--- src/rtl/core/ifhu_pkg.sv ---
`default_nettype none
// ----------------------------------------------------------------------------
// IPv4 forward header update - shared package
// Payload structs, status and queue operation codes, and the ones' complement
// add used by the checksum datapath.
// ----------------------------------------------------------------------------
package ifhu_pkg;

  // Byte positions inside the header.
  localparam logic [5:0] TTL_POS     = 6'd8;
  localparam logic [5:0] CSUM_HI_POS = 6'd10;
  localparam logic [5:0] CSUM_LO_POS = 6'd11;
  localparam logic [5:0] FIRST_WORD_POS = 6'd1;
  localparam logic [3:0] MIN_IHL     = 4'd5;

  // Default depth of the queue between the front and the back.
  localparam int QUEUE_DEPTH = 4;

  typedef enum logic [1:0] {
    STATUS_OK        = 2'd0,
    STATUS_BAD_CKSUM = 2'd1,
    STATUS_SHORT     = 2'd2
  } status_t;

  typedef enum logic [1:0] {
    OP_WORD  = 2'd0,   // add a word to the running sum
    OP_LAST  = 2'd1,   // add the last word and finish the header
    OP_SHORT = 2'd2    // header length field below five words
  } op_kind_t;

  typedef struct packed {
    logic [7:0] header_byte;
    logic       start_req;
  } in_item_t;

  typedef struct packed {
    status_t     status;
    logic [7:0]  new_ttl;
    logic [15:0] new_checksum;
  } out_item_t;

  typedef struct packed {
    op_kind_t    kind;
    logic        first;      // sum restarts from zero with this word
    logic [15:0] word;
    logic [7:0]  ttl;
    logic [15:0] rx_cksum;
  } q_entry_t;

  // Ones' complement 16-bit add with the end-around carry folded once.
  function automatic logic [15:0] oc_add(input logic [15:0] a, input logic [15:0] b);
    logic [16:0] s;
    s = {1'b0, a} + {1'b0, b};
    return s[15:0] + {15'b0, s[16]};
  endfunction

endpackage
`default_nettype wire

--- src/rtl/core/ifhu_front.sv ---
`default_nettype none
// ----------------------------------------------------------------------------
// IPv4 forward header update - front end
// Accepts header bytes, tracks the byte position, pairs bytes into words and
// pushes one queue entry per completed word or short-header start.
// ----------------------------------------------------------------------------
module ifhu_front
  import ifhu_pkg::*;
(
  input  wire logic     clk,
  input  wire logic     rst,
  input  wire logic     in_valid,
  output logic          in_ready,
  input  wire in_item_t in_data,
  input  wire logic     q_full,
  output logic          q_push,
  output q_entry_t      q_entry
);

  logic [5:0]  byte_index;
  logic [5:0]  header_length;
  logic        active;
  logic [7:0]  high_byte;
  logic [15:0] rx_cksum;
  logic [7:0]  ttl_seen;

  logic        accept;
  logic [3:0]  ihl;
  logic        odd_byte;
  logic [6:0]  idx_plus;
  logic        is_last;

  assign in_ready = !q_full;
  assign accept   = in_valid && in_ready;
  assign ihl      = in_data.header_byte[3:0];
  assign odd_byte = byte_index[0];
  assign idx_plus = {1'b0, byte_index} + 7'd1;
  assign is_last  = idx_plus >= {1'b0, header_length};

  always_comb begin
    q_push           = 1'b0;
    q_entry.kind     = OP_WORD;
    q_entry.first    = (byte_index == FIRST_WORD_POS);
    q_entry.word     = {high_byte, in_data.header_byte};
    q_entry.ttl      = ttl_seen;
    q_entry.rx_cksum = rx_cksum;
    if (in_data.start_req) begin
      q_entry.kind = OP_SHORT;
      q_push       = accept && (ihl < MIN_IHL);
    end else begin
      if (byte_index == CSUM_LO_POS) begin
        // The checksum field counts as zero in the sum.
        q_entry.word     = 16'h0000;
        q_entry.rx_cksum = {rx_cksum[15:8], in_data.header_byte};
      end
      q_entry.kind = is_last ? OP_LAST : OP_WORD;
      q_push       = accept && active && odd_byte;
    end
  end

  always_ff @(posedge clk) begin
    if (rst) begin
      byte_index    <= '0;
      header_length <= '0;
      active        <= 1'b0;
      high_byte     <= '0;
      rx_cksum      <= '0;
      ttl_seen      <= '0;
    end else if (accept) begin
      if (in_data.start_req) begin
        header_length <= {ihl, 2'b00};
        rx_cksum      <= '0;
        ttl_seen      <= '0;
        if (ihl < MIN_IHL) begin
          active     <= 1'b0;
          byte_index <= '0;
          high_byte  <= '0;
        end else begin
          active     <= 1'b1;
          byte_index <= FIRST_WORD_POS;
          high_byte  <= in_data.header_byte;
        end
      end else if (active) begin
        if (!odd_byte) begin
          if (byte_index == TTL_POS) begin
            ttl_seen  <= in_data.header_byte;
            high_byte <= '0;
          end else if (byte_index == CSUM_HI_POS) begin
            rx_cksum  <= {in_data.header_byte, 8'h00};
            high_byte <= '0;
          end else begin
            high_byte <= in_data.header_byte;
          end
        end else if (byte_index == CSUM_LO_POS) begin
          rx_cksum <= {rx_cksum[15:8], in_data.header_byte};
        end
        if (is_last) begin
          active <= 1'b0;
        end else begin
          byte_index <= idx_plus[5:0];
        end
      end
    end
  end

endmodule
`default_nettype wire

--- src/rtl/core/ifhu_fifo.sv ---
`default_nettype none
// ----------------------------------------------------------------------------
// IPv4 forward header update - work queue
// Small first-in first-out queue of word operations between front and back.
// ----------------------------------------------------------------------------
module ifhu_fifo
  import ifhu_pkg::*;
#(
  parameter int Depth = QUEUE_DEPTH
)
(
  input  wire logic     clk,
  input  wire logic     rst,
  input  wire logic     push,
  input  wire q_entry_t push_data,
  input  wire logic     pop,
  output q_entry_t      head,
  output logic          empty,
  output logic          full
);

  localparam int PtrW = (Depth > 1) ? $clog2(Depth) : 1;
  localparam int CntW = $clog2(Depth + 1);
  localparam logic [PtrW-1:0] LastPtr = PtrW'(Depth - 1);
  localparam logic [CntW-1:0] FullCnt = CntW'(Depth);

  q_entry_t        mem [Depth];
  logic [PtrW-1:0] wr_ptr;
  logic [PtrW-1:0] rd_ptr;
  logic [CntW-1:0] count;
  logic            do_push;
  logic            do_pop;

  assign empty   = (count == '0);
  assign full    = (count == FullCnt);
  assign do_push = push && !full;
  assign do_pop  = pop && !empty;
  assign head    = mem[rd_ptr];

  always_ff @(posedge clk) begin
    if (do_push) begin
      mem[wr_ptr] <= push_data;
    end
  end

  always_ff @(posedge clk) begin
    if (rst) begin
      wr_ptr <= '0;
      rd_ptr <= '0;
      count  <= '0;
    end else begin
      if (do_push) begin
        wr_ptr <= (wr_ptr == LastPtr) ? '0 : wr_ptr + PtrW'(1);
      end
      if (do_pop) begin
        rd_ptr <= (rd_ptr == LastPtr) ? '0 : rd_ptr + PtrW'(1);
      end
      if (do_push && !do_pop) begin
        count <= count + CntW'(1);
      end else if (do_pop && !do_push) begin
        count <= count - CntW'(1);
      end
    end
  end

endmodule
`default_nettype wire

--- src/rtl/core/ifhu_back.sv ---
`default_nettype none
// ----------------------------------------------------------------------------
// IPv4 forward header update - back end
// Accumulates words in ones' complement, then in a finish stage checks the
// received checksum and forms the new TTL and checksum into the output register.
// ----------------------------------------------------------------------------
module ifhu_back
  import ifhu_pkg::*;
(
  input  wire logic     clk,
  input  wire logic     rst,
  input  wire q_entry_t q_head,
  input  wire logic     q_empty,
  output logic          q_pop,
  output logic          out_valid,
  input  wire logic     out_ready,
  output out_item_t     out_data
);

  logic [15:0] word_sum;
  logic [15:0] acc_sum;

  // Finish stage.
  logic        fin_valid;
  op_kind_t    fin_kind;
  logic [15:0] fin_sum;
  logic [7:0]  fin_ttl;
  logic [15:0] fin_rx;

  logic        out_free;
  logic        fin_ready;
  logic        head_is_word;
  logic [15:0] s_old;
  logic [15:0] s_new;
  logic [7:0]  ttl_new;
  out_item_t   result;

  assign out_free     = !out_valid || out_ready;
  assign fin_ready    = !fin_valid || out_free;
  assign head_is_word = (q_head.kind == OP_WORD);
  assign q_pop        = !q_empty && (head_is_word || fin_ready);
  assign acc_sum      = oc_add(q_head.first ? 16'h0000 : word_sum, q_head.word);

  always_comb begin
    ttl_new = fin_ttl - 8'd1;
    s_old   = oc_add(fin_sum, {fin_ttl, 8'h00});
    s_new   = oc_add(fin_sum, {ttl_new, 8'h00});
    result  = '{status: STATUS_OK, new_ttl: ttl_new, new_checksum: ~s_new};
    if (fin_kind == OP_SHORT) begin
      result = '{status: STATUS_SHORT, new_ttl: 8'h00, new_checksum: 16'h0000};
    end else if (~s_old != fin_rx) begin
      result = '{status: STATUS_BAD_CKSUM, new_ttl: 8'h00, new_checksum: 16'h0000};
    end
  end

  always_ff @(posedge clk) begin
    if (rst) begin
      word_sum  <= '0;
      fin_valid <= 1'b0;
      out_valid <= 1'b0;
    end else begin
      if (q_pop && head_is_word) begin
        word_sum <= acc_sum;
      end
      if (fin_ready) begin
        fin_valid <= q_pop && !head_is_word;
      end
      if (out_free) begin
        out_valid <= fin_valid;
      end
    end
  end

  always_ff @(posedge clk) begin
    if (fin_ready && q_pop && !head_is_word) begin
      fin_kind <= q_head.kind;
      fin_sum  <= acc_sum;
      fin_ttl  <= q_head.ttl;
      fin_rx   <= q_head.rx_cksum;
    end
    if (out_free && fin_valid) begin
      out_data <= result;
    end
  end

endmodule
`default_nettype wire

--- src/rtl/core/ipv4_forward_header_update.sv ---
`default_nettype none
// ----------------------------------------------------------------------------
// IPv4 forward header update
// Checks an IPv4 header checksum byte by byte, then reports the decremented
// TTL and the checksum recomputed with it.
// ----------------------------------------------------------------------------
//
//  Channel   Direction  Handshake              Item
//  in        input      in_valid / in_ready    in_item_t: header_byte, start_req
//  out       output     out_valid / out_ready  out_item_t: status, new_ttl,
//                                              new_checksum
//
// One header byte is accepted per cycle while the queue has room. A byte with
// start_req begins a new header (and drops one in progress); the low nibble
// gives the length in 32-bit words. The front end pairs bytes into 16-bit
// words and queues them; the back end adds one queued word per cycle while
// words are queued, twice what a byte-wide input can supply, so sustained
// rate is one byte per cycle, set by the input width. The result for a
// header passes through the queue, the finish stage and the output register
// after its last byte is accepted. A short header length gives its error
// result from the start byte alone, through the same path.
// Reset is synchronous and clears all control state. When out_ready is held
// low, the output register, the finish stage and then the queue fill, and
// only then does in_ready drop; words queued ahead of a waiting last word are
// still summed meanwhile.
//
module ipv4_forward_header_update
  import ifhu_pkg::*;
#(
  parameter int QueueDepth = QUEUE_DEPTH
)
(
  input  wire logic      clk,
  input  wire logic      rst,
  input  wire logic      in_valid,
  output logic           in_ready,
  input  wire in_item_t  in_data,
  output logic           out_valid,
  input  wire logic      out_ready,
  output out_item_t      out_data
);

  // Queue between the classifier and the checksum engine.
  logic     q_push;
  logic     q_pop;
  logic     q_full;
  logic     q_empty;
  q_entry_t q_entry;
  q_entry_t q_head;

  ifhu_front u_front (
    .clk      (clk),
    .rst      (rst),
    .in_valid (in_valid),
    .in_ready (in_ready),
    .in_data  (in_data),
    .q_full   (q_full),
    .q_push   (q_push),
    .q_entry  (q_entry)
  );

  ifhu_fifo #(
    .Depth (QueueDepth)
  ) u_fifo (
    .clk       (clk),
    .rst       (rst),
    .push      (q_push),
    .push_data (q_entry),
    .pop       (q_pop),
    .head      (q_head),
    .empty     (q_empty),
    .full      (q_full)
  );

  ifhu_back u_back (
    .clk       (clk),
    .rst       (rst),
    .q_head    (q_head),
    .q_empty   (q_empty),
    .q_pop     (q_pop),
    .out_valid (out_valid),
    .out_ready (out_ready),
    .out_data  (out_data)
  );

  // The front end must never push into a full queue, or a word is lost.
  a_no_push_when_full : assert property (@(posedge clk) disable iff (rst)
    !(q_push && q_full))
    else $error("word pushed into a full queue");

  // Error results carry zero TTL and checksum fields.
  a_error_fields_zero : assert property (@(posedge clk) disable iff (rst)
    (out_valid && out_data.status != STATUS_OK) |->
      (out_data.new_ttl == 8'h00 && out_data.new_checksum == 16'h0000))
    else $error("error result with nonzero fields");

  // A word popped from an empty queue would be invented.
  a_no_pop_when_empty : assert property (@(posedge clk) disable iff (rst)
    !(q_pop && q_empty))
    else $error("pop from an empty queue");

endmodule
`default_nettype wire

--- config.mk ---
export PLATFORM = sky130hd
export DESIGN_NAME = ipv4_forward_header_update
export DESIGN_NICKNAME = d
export VERILOG_FILES = /design/src/rtl/core/ifhu_pkg.sv /design/src/rtl/core/ifhu_front.sv /design/src/rtl/core/ifhu_fifo.sv /design/src/rtl/core/ifhu_back.sv /design/src/rtl/core/ipv4_forward_header_update.sv
export SDC_FILE = /design/constraint.sdc
export NUM_CORES = 1
export LEC_CHECK = 0
export BUFFER_PORTS_ARGS = -buffer_cell sky130_fd_sc_hd__buf_2
export CAP_MARGIN = 30
export CORE_MARGIN = 2
export CORE_UTILIZATION = 45
export DETAILED_ROUTE_END_ITERATION = 8
export GPL_ROUTABILITY_DRIVEN = 0
export SYNTH_ARGS = -nofsm -noshare
export SYNTH_HDL_FRONTEND = slang
export SYNTH_HIERARCHICAL = 1
export SYNTH_SLANG_ARGS = --single-unit
--- constraint.sdc ---
create_clock -name clk -period 6.05 [get_ports clk]
set_input_delay 1.815 -clock clk [delete_from_list [all_inputs] [get_ports clk]]
set_output_delay 1.815 -clock clk [all_outputs]
set_load 0.02 [all_outputs]
==> impl_metrics.json, run 1 <==
{
  "hold_path.class": "reg2reg",
  "place_area_um2": 15500,
  "p_per_area_nw_per_um2": 401,
  "routed_wl_mm": 32.7,
  "synth-edff-count": 240,
  "hpwl_mm": 22.3,
  "cts-root-buf": "clkbuf_16",
  "p_int_mw": 4.48,
  "max_freq_ghz": 0.193,
  "p_seq_share_pct": 40.4,
  "final.setup.tns_ps": 0,
  "worst_pin_slew_ps": 929,
  "power.switching_mw": 2.18,
  "setup_viol": 0,
  "yosysTopAreaCellShare_pct": 48.2,
  "cap_violations": 0,
  "nets": 1259,
  "io_buffers": 40,
  "drv_slew": 0,
  "fill_cells": 2816,
  "initialDrtViolationCount": 690,
  "hold_depth": 2,
  "ys_ff_latch": 310,
  "synthTopCellsByArea": "edfxtp_1 (48%), dfxtp_1 (9.4%), mux4_2 (6.5%), ha_1 (4.4%), xnor2_1 (2.6%)",
  "cts_buffer_depth": 3,
  "path_max_fanout": 16,
  "start_util_pct": 45.9,
  "die_area_um2": 34700,
  "mappedNetlistArea_um2": 15000,
  "p_leak_nw": 5.86,
  "critPathCapture": "u_back/word_sum[15]$_SDFFE_PP0P_",
  "layout_worst_path_cycle_share_pct": 85.8,
  "ys_top_cells_by_count": "edfxtp_1 (240), nand2_1 (74), nor2_1 (71), dfxtp_1 (70), ha_1 (53)",
  "h-tree-depth": 2,
  "syn_to_final_growth_pct": 11.1,
  "hold_viol_final": 0,
  "fin_crit_ps": 5190,
  "clk_latency_ps": 500,
  "synthDistinctLibCells": 88,
  "fin_area_um2": 16600,
  "rows": 66,
  "async_flop_share_pct": 0,
  "cts_tree": "done",
  "synthesis.nets": 1228,
  "ys_warn_count": 6,
  "avgViaCountPerCell": 5.66,
  "vias": 9379,
  "clkSinkCount": 310,
  "finClkSkew_ps": 15.7,
  "syn_area_per_cell_um2": 12.9,
  "fp.dieH_um": 186,
  "firstDrtPassIters": 5,
  "peakVddDrop_mv": 0.168,
  "syn_inst": 1158,
  "slew_headroom_pct": 37.6,
  "share_comb_of_total_power_pct": 30.0,
  "postCtsSetupRepairBufs": 0,
  "grt_util_all_layers_pct": 19.0,
  "design.portCount": 41,
  "antennaDiodeCount": 0,
  "fin_ws_ps": 856,
  "outcome": "complete, no violations",
  "drc": 0,
  "ctsResizeCount": 0,
  "detail-route-antenna-nets": 0,
  "ys_seq_area_share_pct": 57.5,
  "antenna_found_initial": 0,
  "worstSetupStartpointType": "flip-flop",
  "rr_worst_depth": 20,
  "grt_pass1_wl_mm": 52.1,
  "r2r_end": "u_back/word_sum[15]$_SDFFE_PP0P_",
  "hold_buffers": 0,
  "clkTransAtPathRegs_ps": 60,
  "yosysTopAreaCell": "edfxtp_1",
  "numCtsBuffers": 35,
  "dieWidth_um": 186,
  "reg2reg_slack_ps": 860,
  "grt_pass1_vias": 9224,
  "critPathArrivalTime_ps": 5590,
  "grt_max_degree": 44,
  "grt-ovfl-total": 0,
  "swShare_pct": 32.7,
  "grt_setup_unrepaired": "no",
  "pre_cts_ws_ps": 897,
  "p_clk_share_pct": 29.6,
  "avgRoutedWirePerCell_um": 19.7,
  "core_area_um2": 32600,
  "synth_flop_cell": "edfxtp_1",
  "required_ps": 6450,
  "yosysMostFrequentCell": "edfxtp_1",
  "drive_above_1_share_pct": 15.7,
  "cp-end-kind": "flip-flop",
  "setup.worst_path.class": "reg2reg"
}
## cell families (layout without fill, tap and decap cells)
group                      after synthesis  count (layout)  share of synthesized area (%)
and+or+nand+nor                        353             353                           12.9
DFF                                    310             310                           57.5
AOI/OAI and AO/OA                      195             195                           8.97
buffers and inverters                  102             160                           3.22
xor gates and xnor gates                75              75                           4.39
muxes                                   66              66                           8.08
adders and majority gates               57              57                           4.97
## final cells by class
cell class	instances	area (µm²)	share of cell area, %
clock buffer	51	967	5.82
clock inverter	13	111	0.670
inverter	40	155	0.933
multi-input combinational	746	5890	35.4
sequential	310	8610	51.8
tap	442	553	3.33
timing repair buffer	56	338	2.03
## through the flow
stage	hold WS (ps)	std cells	power, mW	util, %
global placement	440	1591	4.69	47.5
finish	449	1658	6.66	51.0
floorplan	427	1158	4.22	-
CTS	450	1658	6.72	51.0
global route	477	1658	7.03	51.0
detailed placement	442	1594	4.73	47.7
## power groups by stage
stage / Sequential (mW) / Combinational, mW / Clock [mW]
6_report: 2.69 / 2.00 / 1.97
5_1_grt: 2.71 / 2.21 / 2.11
4_1_cts: 2.69 / 2.01 / 2.02
3_5_place_dp: 2.74 / 1.99 / 0
3_3_place_gp: 2.74 / 1.95 / 0
2_1_floorplan: 2.69 / 1.53 / 0
## cell usage in the layout (no fill, tap or decap), drive strengths merged, types with 6 or more instances in the layout
master and n:
mux4 43, edfxtp 240, inv 41, o211ai 7, nor2 73, o21ai 39
a22o 7, xnor2 44, nand2 74, nor2b 39, nor4 35, ha 53
a21oi 47, and3 14, o21a 8, nor4b 6, a211oi 10, nand2b 9
nand3 23, buf 56, mux2i 14, o31ai 6, clkbuf 51, mux2 9
a21o 14, nor3 32, dfxtp 70, clkinv 9, nand4 18, xor2 31
o2bb2ai 9
## how the worst min path moves through the flow
| stage | start | to | slack [ps] |
|---|---|---|---|
| global placement | u_back/word_sum[8]$_SDFFE_PP0P_ | u_back/word_sum[8]$_SDFFE_PP0P_ | 440 |
| CTS | u_back/word_sum[8]$_SDFFE_PP0P_ | u_back/word_sum[8]$_SDFFE_PP0P_ | 450 |
| floorplan | u_front/high_byte[3]$_SDFFE_PP0P_ | u_front/high_byte[3]$_SDFFE_PP0P_ | 430 |
| global route | u_front/rx_cksum[2]$_SDFFE_PP0P_ | u_front/rx_cksum[2]$_SDFFE_PP0P_ | 480 |
| finish | u_back/word_sum[8]$_SDFFE_PP0P_ | u_back/word_sum[8]$_SDFFE_PP0P_ | 450 |
| detailed placement | u_back/word_sum[8]$_SDFFE_PP0P_ | u_back/word_sum[8]$_SDFFE_PP0P_ | 440 |
## metal layers
layer  part of all wire [%]  global-route usage [%]  up-vias
met5                      0                       0        -
met4                    1.9                    5.05        0
met3                    4.3                    2.61       40
met2                     48                    31.1      223
met1                     46                    26.7     4645
li1                       -                       -     4471
## flip-flops by register name, summed over array words and instances (netlist names), 3 cells and up, named ones only
register / flops
u_back/fin_rx: 16
u_front/header_length: 4
u_fifo/mem: 172
u_back/out_data: 26
u_front/byte_index: 6
u_fifo/count: 3
u_front/high_byte: 8
u_back/fin_sum: 16
u_back/word_sum: 16
u_front/rx_cksum: 16
u_back/fin_ttl: 8
u_front/ttl_seen: 8
## critical path: stages (launching register included)
cell and delay (ps):
dfxtp_2 340, mux4_2 670, nor2b_1 170, ha_1 190, inv_1 60, fa_1 390
nand2b_1 210, a21oi_1 390, o21ai_1 200, a21oi_1 170, o22a_1 190, a21o_1 120
a21o_1 120, ha_1 180, nand3_1 120, nor3_1 210, nand4_1 200, nor4_2 430
nand2_1 150, o311a_1 310, nor4_1 270
No activity file was read; power rests on OpenSTA's default activity.
==> run 2, diff against run 1 <==
BUFFER_PORTS_ARGS = not set   (was -buffer_cell sky130_fd_sc_hd__buf_2)
DONT_BUFFER_PORTS = 1   (was not set)
==> run 2 against run 1 <==
Compared with the run above: global-route usage is 0.37 points lower; design area fell by 1.1%; first-iteration DRC count rose by 19%; critical endpoint unchanged; largest cell class unchanged; clock skew grew 6.7 ps; non-clock buffer count decreased by 43.
==> impl_metrics.json, run 2 (synthesis gave the netlist of run 1 again) <==
{
  "hpwl_mm": 22.0,
  "postCtsSetupRepairBufs": 0,
  "fin_crit_ps": 5170,
  "start_util_pct": 45.9,
  "setup_viol": 0,
  "hold_path.class": "reg2reg",
  "hold_viol_final": 0,
  "outcome": "complete, no violations",
  "p_per_area_nw_per_um2": 405,
  "cp-end-kind": "flip-flop",
  "regMostFlops": "u_fifo/mem",
  "firstDrtPassIters": 5,
  "worstSetupStartpointType": "flip-flop",
  "avgViaCountPerCell": 5.63,
  "final.setup.tns_ps": 0,
  "grt_pass1_vias": 9097,
  "cts_buffer_depth": 3,
  "fin_total_pwr_mw": 6.66,
  "hold_buffers": 0,
  "grt_util_all_layers_pct": 18.6,
  "layout_worst_path_cycle_share_pct": 85.5,
  "p_clk_share_pct": 30.5,
  "largest_register_ffs": 172,
  "fin_cells": 1615,
  "clk_latency_ps": 530,
  "core_area_um2": 32600,
  "p_leak_nw": 5.71,
  "grt-ovfl-total": 0,
  "cp_slowest_cell": "dfxtp_2",
  "max_freq_ghz": 0.193,
  "power.switching_mw": 2.17,
  "routed_wl_mm": 32.1,
  "peakVddDrop_mv": 0.219,
  "worst_pin_slew_ps": 1050,
  "cts_tree": "done",
  "worstPathCellList": "mux4_2 -> nor2b_1 -> ha_1 -> inv_1 -> fa_1 -> nand2b_1 -> a21oi_1 -> o21ai_1 -> a21oi_1 -> o22a_1 -> a21o_1 -> a21o_1 -> ha_1 -> nand3_1 -> nor3_1 -> nand4_1 -> nor4_2 -> nand2_1 -> o311a_1 -> nor4_1",
  "path_max_fanout": 16,
  "rr_worst_depth": 20,
  "clkSinkCount": 310,
  "top_usage_layer": "met2",
  "grt_pass1_wl_mm": 50.9,
  "fp.dieH_um": 186,
  "die_area_um2": 34700,
  "nets": 1216,
  "drv_slew": 0,
  "dieWidth_um": 186,
  "mostFrequentLayoutCells": "edfxtp_1 (240), nand2_1 (74), nor2_1 (70)",
  "met2_usage_pct": 30.7,
  "setup.worst_path.class": "reg2reg",
  "syn_to_final_growth_pct": 9.92,
  "h-tree-depth": 2,
  "avgRoutedWirePerCell_um": 19.8,
  "initialDrtViolationCount": 822,
  "placed_cells": 1551,
  "fill_cells": 2796,
  "p_int_mw": 4.49,
  "grt_max_degree": 54,
  "io_buffers": 0,
  "grt_use_met1_pct": 25.3,
  "reg2reg_slack_ps": 880,
  "layout_commonest_cell": "edfxtp_1",
  "p_seq_share_pct": 40.9,
  "design.portCount": 41,
  "cap_violations": 0,
  "slew_headroom_pct": 29.4,
  "critPathArrivalTime_ps": 5590,
  "cp.depth": 20,
  "ctsResizeCount": 0,
  "critPathMaxStageDelay_ps": 530,
  "share_comb_of_total_power_pct": 28.6,
  "drc": 0,
  "top_regs": "u_fifo/mem (172), u_back/out_data (26)",
  "grt_setup_unrepaired": "no",
  "path_delay_family": "simple AND/OR/NAND/NOR gates",
  "use_met3_pct": 3.27,
  "drive_above_1_share_pct": 12.8,
  "numCtsBuffers": 35,
  "antenna_found_initial": 1,
  "r2r_end": "u_back/word_sum[15]$_SDFFE_PP0P_",
  "vias": 9091,
  "rows": 66,
  "finClkSkew_ps": 22.4,
  "detail-route-antenna-nets": 0,
  "required_ps": 6470,
  "swShare_pct": 32.6,
  "cts-root-buf": "clkbuf_16",
  "crit_buf_inv": 1,
  "critPathCapture": "u_back/word_sum[15]$_SDFFE_PP0P_",
  "clkTransAtPathRegs_ps": 60
}
[run 2: cell types whose count changed in the layout (fill, tap and decap cells not counted), moves of 2 or more]
cell | before | now
clkbuf_1 | 14 | 9
clkinv_1 | 2 | 5
buf_2 | 41 | 0
clkinv_2 | 5 | 2
clkinv_4 | 1 | 3
inv_16 | 0 | 2
buf_4 | 13 | 11
[run 2: worst min-delay path by stage]
stage	from	end	slack, ps	cells past startpoint
CTS	u_front/high_byte[3]$_SDFFE_PP0P_	u_front/high_byte[3]$_SDFFE_PP0P_	450	2
detailed placement	u_back/word_sum[7]$_SDFFE_PP0P_	u_back/word_sum[7]$_SDFFE_PP0P_	440	2
finish	u_front/high_byte[3]$_SDFFE_PP0P_	u_front/high_byte[3]$_SDFFE_PP0P_	440	2
global route	u_front/header_length[5]$_SDFFE_PP0P_	u_front/header_length[5]$_SDFFE_PP0P_	480	2
global placement	u_front/high_byte[3]$_SDFFE_PP0P_	u_front/high_byte[3]$_SDFFE_PP0P_	430	2
floorplan	u_front/high_byte[3]$_SDFFE_PP0P_	u_front/high_byte[3]$_SDFFE_PP0P_	430	2
[run 2: worst reg2reg max path, cell delays in order, from the launching register on]
cell and delay (ps):
dfxtp_2 530, mux4_2 520, nor2b_1 180, ha_1 200, inv_1 60, fa_1 380
nand2b_1 200, a21oi_1 360, o21ai_1 210, a21oi_1 170, o22a_1 190, a21o_1 120
a21o_1 110, ha_1 180, nand3_1 120, nor3_1 210, nand4_1 200, nor4_2 430
nand2_1 150, o311a_1 310, nor4_1 230
[run 2: routing by layer]
| metal | up-vias | wire (µm) |
|---|---|---|
| li1 | 4373 | - |
| met1 | 4478 | 14600 |
| met2 | 201 | 15400 |
| met3 | 39 | 1450 |
| met4 | 0 | 548 |
| met5 | - | 0 |
[run 2: cell type report]
type | count | area, µm² | area share [%]
antenna | 1 | 2.50 | 0.0152
clock buffer | 45 | 923 | 5.61
clock inverter | 18 | 188 | 1.14
inverter | 40 | 155 | 0.943
multi-input combinational | 746 | 5890 | 35.8
sequential | 310 | 8610 | 52.3
tap | 442 | 553 | 3.36
timing repair buffer | 13 | 125 | 0.761
[run 2: metrics by stage]
| stage | util [%] | hold slack, ps | cell area (µm²) | setup WS (ps) |
|---|---|---|---|---|
| finish | 50.4 | 444 | 16500 | 880 |
| global route | 50.4 | 479 | 16400 | 375 |
| CTS | 50.4 | 448 | 16400 | 875 |
| detailed placement | 47.0 | 440 | 15300 | 911 |
| global placement | 46.9 | 433 | 15300 | 1020 |
| floorplan | - | 427 | 15000 | 1140 |
[run 2: power by group through the flow]
stage	logic, mW	clock network, mW	registers, mW
2_1_floorplan	1.53	0	2.69
3_3_place_gp	1.86	0	2.77
3_5_place_dp	1.90	0	2.77
4_1_cts	1.91	2.08	2.73
5_1_grt	2.10	2.18	2.75
6_report	1.91	2.03	2.72
